--- config.mk ---
export PLATFORM = sky130hd
export DESIGN_NAME = mcls_div
export DESIGN_NICKNAME = d
export VERILOG_FILES = /design/src/rtl/mcls_div.sv
export SDC_FILE = /design/constraint.sdc
export NUM_CORES = 2
export LEC_CHECK = 0
export ABC_CLOCK_PERIOD_IN_PS = 8450
export BUFFER_PORTS_ARGS = -buffer_cell sky130_fd_sc_hd__clkbuf_2
export CORE_MARGIN = 5
export CORE_UTILIZATION = 68
export DETAILED_ROUTE_END_ITERATION = 12
export GPL_TIMING_DRIVEN = 1
export PLACE_DENSITY_LB_ADDON = 0.3
export SKIP_CTS_REPAIR_TIMING = 1
export SYNTH_ARGS = -nofsm -noshare
export SYNTH_HDL_FRONTEND = slang
export SYNTH_SLANG_ARGS = --single-unit
--- constraint.sdc ---
create_clock -name clk -period 8.45 [get_ports clk]
set_input_delay 0.4225 -clock clk [delete_from_list [all_inputs] [get_ports clk]]
set_output_delay 0.4225 -clock clk [all_outputs]
set_load 0.1 [all_outputs]
--- src/rtl/mcls_div.sv ---
// pipelined restoring divider, one quotient bit per stage, with a tag carried alongside
`default_nettype none
module mcls_div #(
	parameter int NW = 32,
	parameter int DW = 16,
	parameter int SW = 1
) (
	input  wire logic          clk,
	input  wire logic          arst_n,
	input  wire logic          en,
	input  wire logic [NW-1:0] num,
	input  wire logic [DW-1:0] den,
	input  wire logic [SW-1:0] tag_i,
	output logic      [NW-1:0] quo,
	output logic      [SW-1:0] tag_o
);

	logic [DW-1:0] rem_s [1:NW];
	logic [NW-1:0] nq_s  [1:NW];
	logic [DW-1:0] den_s [1:NW];
	logic [SW-1:0] tag_s [1:NW];

	genvar k;
	for (k = 0; k < NW; k++) begin : g_stage
		logic [DW-1:0] rem_c;
		logic [NW-1:0] nq_c;
		logic [DW-1:0] den_c;
		logic [SW-1:0] tag_c;
		logic [DW:0]   trial;
		logic [DW+1:0] diff;

		if (k == 0) begin : g_first
			assign rem_c = '0;
			assign nq_c = num;
			assign den_c = den;
			assign tag_c = tag_i;
		end else begin : g_next
			assign rem_c = rem_s[k];
			assign nq_c = nq_s[k];
			assign den_c = den_s[k];
			assign tag_c = tag_s[k];
		end

		assign trial = {rem_c, nq_c[NW-1]};
		assign diff = {1'b0, trial} - {2'b00, den_c};

		always_ff @(posedge clk or negedge arst_n) begin
			if (!arst_n) begin
				tag_s[k+1] <= '0;
			end else if (en) begin
				tag_s[k+1] <= tag_c;
			end
		end

		always_ff @(posedge clk) begin
			if (en) begin
				if (!diff[DW+1]) begin
					rem_s[k+1] <= diff[DW-1:0];
					nq_s[k+1] <= {nq_c[NW-2:0], 1'b1};
				end else begin
					rem_s[k+1] <= trial[DW-1:0];
					nq_s[k+1] <= {nq_c[NW-2:0], 1'b0};
				end
				den_s[k+1] <= den_c;
			end
		end
	end

	assign quo = nq_s[NW];
	assign tag_o = tag_s[NW];

endmodule
`default_nettype wire

==> flow_metrics.tcl <==
set metrics [dict create \
    vias_per_cell 5.77 \
    detail_route.wl_per_cell_um 18.0 \
    design.portCount 85 \
    yosysTopAreaCell "sky130_fd_sc_hd__edfxtp_1" \
    fin_crit_sh 0.447 \
    timing.clock.skew_ns 0.0521 \
    grt_setup_unrepaired "no" \
    dr_total_vias 48346 \
    layout-area-overhead-vs-synth_pct 11.0 \
    gp_routability_congestion 0.869 \
    critPathArrivalTime_ns 4.34 \
    cts_tree "built" \
    ys_dominant_reg_cell "sky130_fd_sc_hd__edfxtp_1" \
    dp.cells 7952 \
    setup_tns_ns 0 \
    wire_length_of_the_first_global_routing_pass_mm 248 \
    path_max_fanout 26 \
    postSynthRegisterBits 2048 \
    cts_num_sinks 2048 \
    cts_inserted_buffers 199 \
    setup_viol 0 \
    regToRegStartpoint "rem_s[0][400]" \
    max-cap-violations 0 \
    grt_use_total 0.216 \
    fp.dieArea_sq_um 139000 \
    cts.reportedPaths.clkPinSlew_ns 0.06 \
    drc 0 \
    worstSetupStartpointType "register" \
    final-instance-count-excl-fill 8372 \
    synth.yosys.seq_area_share 0.684 \
    holdPathStages 1 \
    max_clock_freq_mhz 265 \
    finalNetCount 7027 \
    list_of_most_frequent_post_synthesis_cells "sky130_fd_sc_hd__edfxtp_1, sky130_fd_sc_hd__inv_1, sky130_fd_sc_hd__ha_1" \
    grt_max_degree 195 \
    drive_above_1_share 0.115 \
    synth_top_area_share 0.675 \
    worstPathRequired_ns 9.01 \
    reg2reg_path_depth 9 \
    min_from "en" \
    worst_pin_slew_ns 1.31 \
    hp-class "in -> reg" \
    cellLeakagePower_uw 0.0383 \
    timing.critical_path.to_type "register" \
    final_core_utilization 0.758 \
    cellPowerDensity_nw_per_um2 341 \
    worst_r2r_endpoint "rem_s[0][417]" \
    mappedNetlistArea_sq_um 89600 \
    htreeDepth 4 \
    p_total_uw 33900 \
    die_width_um 373 \
    timing.slew.headroom 0.123 \
    placeableCoreArea_sq_um 131000 \
    drt_wirelength_mm 151 \
    number_of_antenna_violations_at_the_first_check_in_global_routing 0 \
    worstSkewPairLatency_ns 0.82 \
    first_iter_violations 3350 \
    hold_viol 0 \
    yosys_warnings 0 \
    cell_types_with_the_largest_area_share_after_synthesis "sky130_fd_sc_hd__edfxtp_1, sky130_fd_sc_hd__ha_1, sky130_fd_sc_hd__mux2_2" \
    vdd.ir_drop.worst_mv 0.253 \
    core.rowCount 133 \
    vias_in_the_first_global_route 49582 \
    gr-total-overflow 0 \
    postSynthCellCount 6179 \
    initial_util 0.683 \
    asyncSetResetFlopFracSynth 0.0156 \
    synth_cell_type_count 79 \
    diode_insertion_count_for_antenna_repair 0 \
    postSynthNetCount 6758 \
    outcome "completed" \
    number_of_nets_with_antenna_violations_after_detailed_routing 0 \
    regToRegSetupSlack_ns 4.67 \
    max_slew_violation_total_from_the_final_report 0 \
    whs_endpoint "den_s[0][18]" \
    clk_root_buffer_cell "sky130_fd_sc_hd__clkbuf_16" \
    critPathKind "reg -> reg" \
    hpwlAfterDp_mm 96.1 \
    placement.io_buffers 84 \
    cts_buffer_depth 3 \
    count_of_flip_flops_with_a_built_in_enable_after_synthesis 2016 \
    fp.dieH_um 373 \
    per_instance_average_area_after_synthesis_sq_um 14.5 \
    period_needed_ns 3.78 \
    synth.most_common_cell "sky130_fd_sc_hd__edfxtp_1" \
    firstDrtPassIters 7 \
]
-- how the worst max path moves through the flow --
stage,from,endpoint
5_1_grt,rem_s[0][480],rem_s[0][510]
3_3_place_gp,rem_s[0][64],rem_s[0][82]
2_1_floorplan,nq_s[0][447],rem_s[0][238]
6_report,rem_s[0][400],rem_s[0][417]
3_5_place_dp,en,rem_s[0][234]
4_1_cts,rem_s[0][64],rem_s[0][93]
-- critical path, stage by stage (launching register included) --
cell                       delay, ns
sky130_fd_sc_hd__edfxtp_1       0.50
sky130_fd_sc_hd__ha_1           0.34
sky130_fd_sc_hd__nor2b_1        0.14
sky130_fd_sc_hd__o21ai_0        0.13
sky130_fd_sc_hd__a21boi_0       0.21
sky130_fd_sc_hd__o21ai_0        0.15
sky130_fd_sc_hd__a21oi_1        0.43
sky130_fd_sc_hd__a221oi_2       0.18
sky130_fd_sc_hd__o211ai_2       1.00
sky130_fd_sc_hd__mux2_2         0.43
-- cells in the final DEF (no fill, tap or decap), types with 27 or more instances in the layout --
master	Yosys	layout
sky130_fd_sc_hd__mux2_2	265	265
sky130_fd_sc_hd__nor2b_1	76	76
sky130_fd_sc_hd__a31oi_1	34	27
sky130_fd_sc_hd__nand2b_1	74	74
sky130_fd_sc_hd__nand2_1	201	201
sky130_fd_sc_hd__nand3_1	60	60
sky130_fd_sc_hd__fa_1	30	30
sky130_fd_sc_hd__clkbuf_1	67	30
sky130_fd_sc_hd__dfrtp_1	32	32
sky130_fd_sc_hd__o211ai_1	35	35
sky130_fd_sc_hd__dlygate4sd3_1	0	50
sky130_fd_sc_hd__o31ai_1	28	28
sky130_fd_sc_hd__clkbuf_16	0	200
sky130_fd_sc_hd__buf_4	7	31
sky130_fd_sc_hd__o21a_1	98	98
sky130_fd_sc_hd__ha_1	497	497
sky130_fd_sc_hd__clkinv_1	0	43
sky130_fd_sc_hd__a21o_1	92	92
sky130_fd_sc_hd__inv_1	623	623
sky130_fd_sc_hd__nor2_1	468	468
sky130_fd_sc_hd__clkinv_2	0	39
sky130_fd_sc_hd__clkbuf_2	0	83
sky130_fd_sc_hd__xnor2_1	234	234
sky130_fd_sc_hd__a21oi_1	381	380
sky130_fd_sc_hd__nor3_1	88	88
sky130_fd_sc_hd__o21ai_0	223	222
sky130_fd_sc_hd__or2_2	36	36
sky130_fd_sc_hd__xor2_1	126	126
sky130_fd_sc_hd__edfxtp_1	2016	2016
-- report_power, final --
group	switching [uW]	leakage, uW	internal, uW
logic	5560	0.0150	4810
registers	907	0.0200	13600
clock network	3800	0.00326	5170
-- registers in the layout (all words and copies together), names as in the netlist --
register and flops:
g_stage.tag_c 31, rem_s 496, den_s 496, nq_s 1024, tag_o 1
-- per-layer routing --
layer  GRT usage  share of wire  wire (um)  vias up
met1       0.268           0.40      60600    23568
met5           0              0          0        -
met2       0.384           0.52      78500     1141
met3      0.0333          0.041       6130      364
li1            -              -          -    23273
met4      0.0859          0.037       5590        0
-- cells by family (layout without fill, tap and decap cells) --
logic type                 count (synthesis)  in the layout  synth area share
buffers and inverters                    725           1163            0.0311
and+or+nand+nor                         1120           1120            0.0581
adders and majority gates                527            527            0.0761
xor gates and xnor gates                 360            360            0.0352
muxes                                    290            290            0.0362
DFF                                     2048           2048             0.684
AOI/OAI and AO/OA                       1109           1109            0.0790
-- final cells by class --
type                    count  area, sq um
clock buffers             232         5140
clock inverters           138         1630
fillers                  7441        31800
inverters                 623         2340
multi-input cells        3406        25600
flip-flops and latches   2048        61300
well taps                1755         2200
repair buffers            170         1270
-- metrics by stage --
stage | hold slack, ns | setup slack [ns] | cell area [sq um]
floorplan | 0.127 | 5.29 | 89600
global placement | 0.400 | 4.83 | 92200
detailed placement | 0.405 | 4.73 | 92200
CTS | -0.355 | 4.73 | 99000
global route | 0.0357 | 4.45 | 99500
finish | 0.0350 | 4.67 | 99500
Power figures use the tool's default switching activity.
