==> src/rtl/mcls_lane.sv <==
// one candidate lane: scales both targets by a factor and checks them against the windows
`default_nettype none
module mcls_lane #(
	parameter int SCALE_FRAC_BITS = 16
) (
	input  wire logic                            clk,
	input  wire logic                            en,
	input  wire logic signed [SCALE_FRAC_BITS+16:0] fac,
	input  wire logic                            ok,
	input  wire logic signed [15:0]              tgt_l,
	input  wire logic signed [15:0]              tgt_r,
	input  wire logic signed [15:0]              lo_l,
	input  wire logic signed [15:0]              hi_l,
	input  wire logic signed [15:0]              lo_r,
	input  wire logic signed [15:0]              hi_r,
	output logic                                 fits,
	output logic signed [15:0]                   v_l,
	output logic signed [15:0]                   v_r,
	output logic        [SCALE_FRAC_BITS+15:0]   gap
);

	localparam int FB = SCALE_FRAC_BITS;
	localparam int QW = FB + 16;
	localparam int FW = QW + 1;
	localparam int PW = FW + 16;

	localparam logic signed [FW:0] ONE = {{(FW-FB){1'b0}}, 1'b1, {FB{1'b0}}};
	localparam logic signed [PW-1:0] RND = {{(PW-FB){1'b0}}, 1'b1, {(FB-1){1'b0}}};

	logic signed [PW-1:0] prod_l_s1;
	logic signed [PW-1:0] prod_r_s1;
	logic        [QW-1:0] dist_s1;
	logic                 ok_s1;

	logic signed [FW:0]   fac_off;
	logic signed [FW:0]   fac_abs;
	logic signed [PW-1:0] sum_l;
	logic signed [PW-1:0] sum_r;
	logic signed [PW-1:0] sc_l;
	logic signed [PW-1:0] sc_r;
	logic                 in_l;
	logic                 in_r;

	logic                 fits_s2;
	logic signed [15:0]   v_l_s2;
	logic signed [15:0]   v_r_s2;
	logic        [QW-1:0] dist_s2;

	assign fac_off = (FW+1)'(fac) - ONE;
	assign fac_abs = fac_off[FW] ? -fac_off : fac_off;

	always_ff @(posedge clk) begin
		if (en) begin
			prod_l_s1 <= PW'(tgt_l) * PW'(fac);
			prod_r_s1 <= PW'(tgt_r) * PW'(fac);
			dist_s1 <= fac_abs[QW-1:0];
			ok_s1 <= ok;
		end
	end

	// round to nearest, ties up
	assign sum_l = prod_l_s1 + RND;
	assign sum_r = prod_r_s1 + RND;
	assign sc_l = sum_l >>> FB;
	assign sc_r = sum_r >>> FB;
	assign in_l = (sc_l >= PW'(lo_l)) && (sc_l <= PW'(hi_l));
	assign in_r = (sc_r >= PW'(lo_r)) && (sc_r <= PW'(hi_r));

	always_ff @(posedge clk) begin
		if (en) begin
			fits_s2 <= ok_s1 && in_l && in_r;
			v_l_s2 <= sc_l[15:0];
			v_r_s2 <= sc_r[15:0];
			dist_s2 <= dist_s1;
		end
	end

	assign fits = fits_s2;
	assign v_l = v_l_s2;
	assign v_r = v_r_s2;
	assign gap = dist_s2;

endmodule
`default_nettype wire

==> config.mk <==
export PLATFORM = sky130hd
export DESIGN_NAME = mcls_lane
export DESIGN_NICKNAME = d
export VERILOG_FILES = /design/src/rtl/mcls_lane.sv
export SDC_FILE = /design/constraint.sdc
export NUM_CORES = 2
export LEC_CHECK = 0
export BUFFER_PORTS_ARGS = -buffer_cell sky130_fd_sc_hd__buf_4
export CAP_MARGIN = 20
export CORE_MARGIN = 2
export CORE_UTILIZATION = 24
export DETAILED_ROUTE_END_ITERATION = 10
export HOLD_SLACK_MARGIN = 0.08
export PLACE_DENSITY = 0.41
export REMOVE_ABC_BUFFERS = 1
export SLEW_MARGIN = 20
export SYNTH_ARGS = -nofsm -noshare
export SYNTH_HDL_FRONTEND = slang
export SYNTH_SLANG_ARGS = --single-unit
==> constraint.sdc <==
create_clock -name clk -period 21 [get_ports clk]
set_clock_uncertainty 0.15 [all_clocks]
set_input_delay 6.3 -clock clk [delete_from_list [all_inputs] [get_ports clk]]
set_output_delay 6.3 -clock clk [all_outputs]
set_load 0.02 [all_outputs]
==> reports/qor.tcl <==
set qor(horizontal_die_dimension_um) 444
set qor(htree_levels) 4
set qor(cp_max_fo) 35
set qor(worstMarginPinSlew_ns) 0.980
set qor(start_util) 0.241
set qor(last_weighted_congestion_value_of_the_routability_driven_placer) 0.794
set qor(synthesis.area_per_instance_um2) 9.20
set qor(cts_setup_buffers) 0
set qor(critical_path.n_buffers_inverters) 6
set qor(maxClockFrequency_ghz) 0.0779
set qor(post_cts_clock_slew_at_the_launch_and_capture_registers_of_the_worst_setup_and_hold_paths_ns) 0.08
set qor(slowest_cp_cell) {sky130_fd_sc_hd__a221oi_1}
set qor(cp_data_required_time_ns) 21.14
set qor(cts_hold_repair.buffers) 0
set qor(detail_route.wl_per_cell_um) 17.0
set qor(multiInputGateArea_um2) 35900
set qor(wire_length_reported_by_the_detailed_router_mm) 129
set qor(ys_top_cells_by_area) {sky130_fd_sc_hd__fa_1, sky130_fd_sc_hd__edfxtp_1, sky130_fd_sc_hd__inv_1}
set qor(grt_pass1_wl_mm) 208
set qor(synth.top_cells.by_count) {sky130_fd_sc_hd__inv_1, sky130_fd_sc_hd__fa_1, sky130_fd_sc_hd__nand2_1, sky130_fd_sc_hd__and2_1, sky130_fd_sc_hd__ha_1}
set qor(initial_antenna_violation_count) 8
set qor(area_growth_syn_to_layout_pct) 9.51
set qor(grt_pass1_vias) 36000
set qor(clock_tree.root_cell) {sky130_fd_sc_hd__clkbuf_16}
set qor(std_cell_rows) 161
set qor(clock_latency_on_the_worst_skew_pair_ns) 0.54
set qor(criticalPathCategory) {in2reg}
set qor(cp_top_family) {adder cells}
set qor(synth_top_area_frac) 0.431
set qor(num_clock_sinks) 166
set qor(max-slew-margin-rel) 0.347
set qor(synth_area_leader_cell) {sky130_fd_sc_hd__fa_1}
set qor(synth_enable_flop_cells) 166
set qor(fin_hold_ws_ns) 0.271
set qor(dominantRegCellSynth) {sky130_fd_sc_hd__edfxtp_1}
set qor(largest_net_degree_at_the_start_of_global_routing) 98
set qor(io_buffer_count) 196
set qor(tritoncts.num_buffers) 17
set qor(layout.nets) 6524
set qor(cts_tree) {yes}
set qor(arrival_ns) 12.97
set qor(synth-seq-cells) 166
set qor(detailroute.via_count) 32700
set qor(floorplan.core_area_um2) 192000
set qor(layout_worst_path_cycle_share) 0.611
set qor(crit_chain) {buf_4, nand2_1, fa_1, inv_1, fa_1, inv_1, fa_1, inv_1, fa_1, fa_1, inv_1, fa_1, inv_1, ha_1, nand3_1, a211oi_1, a221oi_2, a221oi_1, nor2_1, o21ai_1, nand4_1, o21bai_1, xor2_1}
set qor(filler_cell_count) 20800
set qor(period_needed_ns) 12.83
set qor(syn_inst) 5046
set qor(grtUsageTotal) 0.136
set qor(worst_setup_path_end_kind) {flip-flop}
set qor(final_hold_violations) 0
set qor(max-cap-violations) 0
set qor(timing.final.max_slew_violations) 0
set qor(dr.first_iter.drc_count) 1372
set qor(yosysUniqueCellTypes) 76
set qor(hold_path.class) {reg2reg}
set qor(post-synth-top-count-cell) {sky130_fd_sc_hd__inv_1}
set qor(post_cts_resize_count) 0
set qor(clockBufferDepth) 2
set qor(critPathMaxStageDelay_ns) 0.80
set qor(post-route-drc-count) 0
set qor(ff_latch_area_um2) 4980
set qor(layout.core_utilization) 0.264
set qor(dieArea_um2) 197000
set qor(setup.worst_path.start_class) {input pin}
set qor(ant_nets) 0
set qor(run_status) {completed}
set qor(crit_path_frequent_cell) {sky130_fd_sc_hd__fa_1}
set qor(portion_of_the_post_synthesis_area_used_by_sequential_elements) 0.107
set qor(avgViaCountPerCell) 4.32
set qor(synth_warnings) 0
set qor(gr-total-overflow) 0
set qor(final-setup-viol-count) 0
set qor(drive_above_1_share) 0.0521
set qor(floorplan.die.height_um) 444
set qor(hpwlAfterDp_mm) 102
set qor(design.portCount) 197
set qor(synthArstFlopShare) 0
set qor(placement_cell_area_um2) 50200
set qor(setup_repair_after_global_routing_missed_its_margin) {no}
set qor(netlist_area_um2) 46400
set qor(finalInstanceArea_um2) 50800
set qor(drt_pass1_iterations) 5
set qor(fin_setup_tns_ns) 0
## sequential cells by signal, summed over array words and instances (netlist names)
signal,flops
v_r,16
dist_s1,32
prod_l_s1,34
fits,1
gap,32
prod_r_s1,34
ok_s1,1
v_l,16
## through the flow
stage	cells	setup WS, ns
6_report	7572	8.17
5_1_grt	7572	7.65
4_1_cts	7570	8.25
3_5_place_dp	7538	7.66
3_3_place_gp	7538	7.69
2_1_floorplan	4812	8.72
## cell type report
class | count | area share
Multi-Input combinational cell | 3416 | 0.707
Sequential cell | 166 | 0.0981
Inverter | 1230 | 0.0909
Tap cell | 2526 | 0.0622
Timing Repair Buffer | 200 | 0.0297
Clock buffer | 17 | 0.00837
Clock inverter | 15 | 0.00416
Antenna cell | 2 | 0.0000985
## per-layer routing
metal | up-vias | GRT usage | routed length (µm)
met5 | - | 0 | 46
met1 | 17100 | 0.181 | 58500
met2 | 404 | 0.234 | 63400
met4 | 10 | 0.0372 | 3030
met3 | 98 | 0.0141 | 3720
li1 | 15100 | - | -
## worst paths after layout
kind	from	endpoint	slack (ns)	cells past startpoint
setup reg to reg	prod_r_s1[17]	fits	16.40	17
hold reg to reg	dist_s1[26]	gap[26]	0.27	0
setup / recovery	fac[7]	prod_l_s1[47]	8.17	23
hold / removal	dist_s1[26]	gap[26]	0.27	0
## placed cells by master, fill, tap and decap left out, types with 12 or more instances in the layout
cell type                   netlist  layout
sky130_fd_sc_hd__a21o_1          63      63
sky130_fd_sc_hd__a21oi_1        127     127
sky130_fd_sc_hd__and2_1         427     427
sky130_fd_sc_hd__and3_1          34      34
sky130_fd_sc_hd__buf_4            1     199
sky130_fd_sc_hd__clkbuf_16        0      17
sky130_fd_sc_hd__edfxtp_1       166     166
sky130_fd_sc_hd__fa_1           998     998
sky130_fd_sc_hd__ha_1           363     363
sky130_fd_sc_hd__inv_1         1230    1230
sky130_fd_sc_hd__nand2_1        669     669
sky130_fd_sc_hd__nand2b_1        17      17
sky130_fd_sc_hd__nand3_1         42      42
sky130_fd_sc_hd__nand4_1         55      55
sky130_fd_sc_hd__nor2_1         143     142
sky130_fd_sc_hd__nor2b_1         15      15
sky130_fd_sc_hd__nor3_1          23      22
sky130_fd_sc_hd__o21a_1          12      12
sky130_fd_sc_hd__o21ai_0         78      78
sky130_fd_sc_hd__o21bai_1        15      15
sky130_fd_sc_hd__xnor2_1        134     134
sky130_fd_sc_hd__xor2_1          52      52
## logic make-up (layout without fill, tap and decap cells)
family                     count (synthesis)  count (layout)  synth area share
DFF                                      166             166             0.107
AOI/OAI and AO/OA                        396             396            0.0547
other                                      0               2                 0
muxes                                      1               1          0.000216
adders and majority gates               1361            1361             0.528
xor gates and xnor gates                 186             186            0.0351
and+or+nand+nor                         1472            1472             0.155
buffers and inverters                   1464            1462             0.119
Power is not shown: default switching activity piles up to over one toggle a cycle in this logic, so the estimate is an artifact.
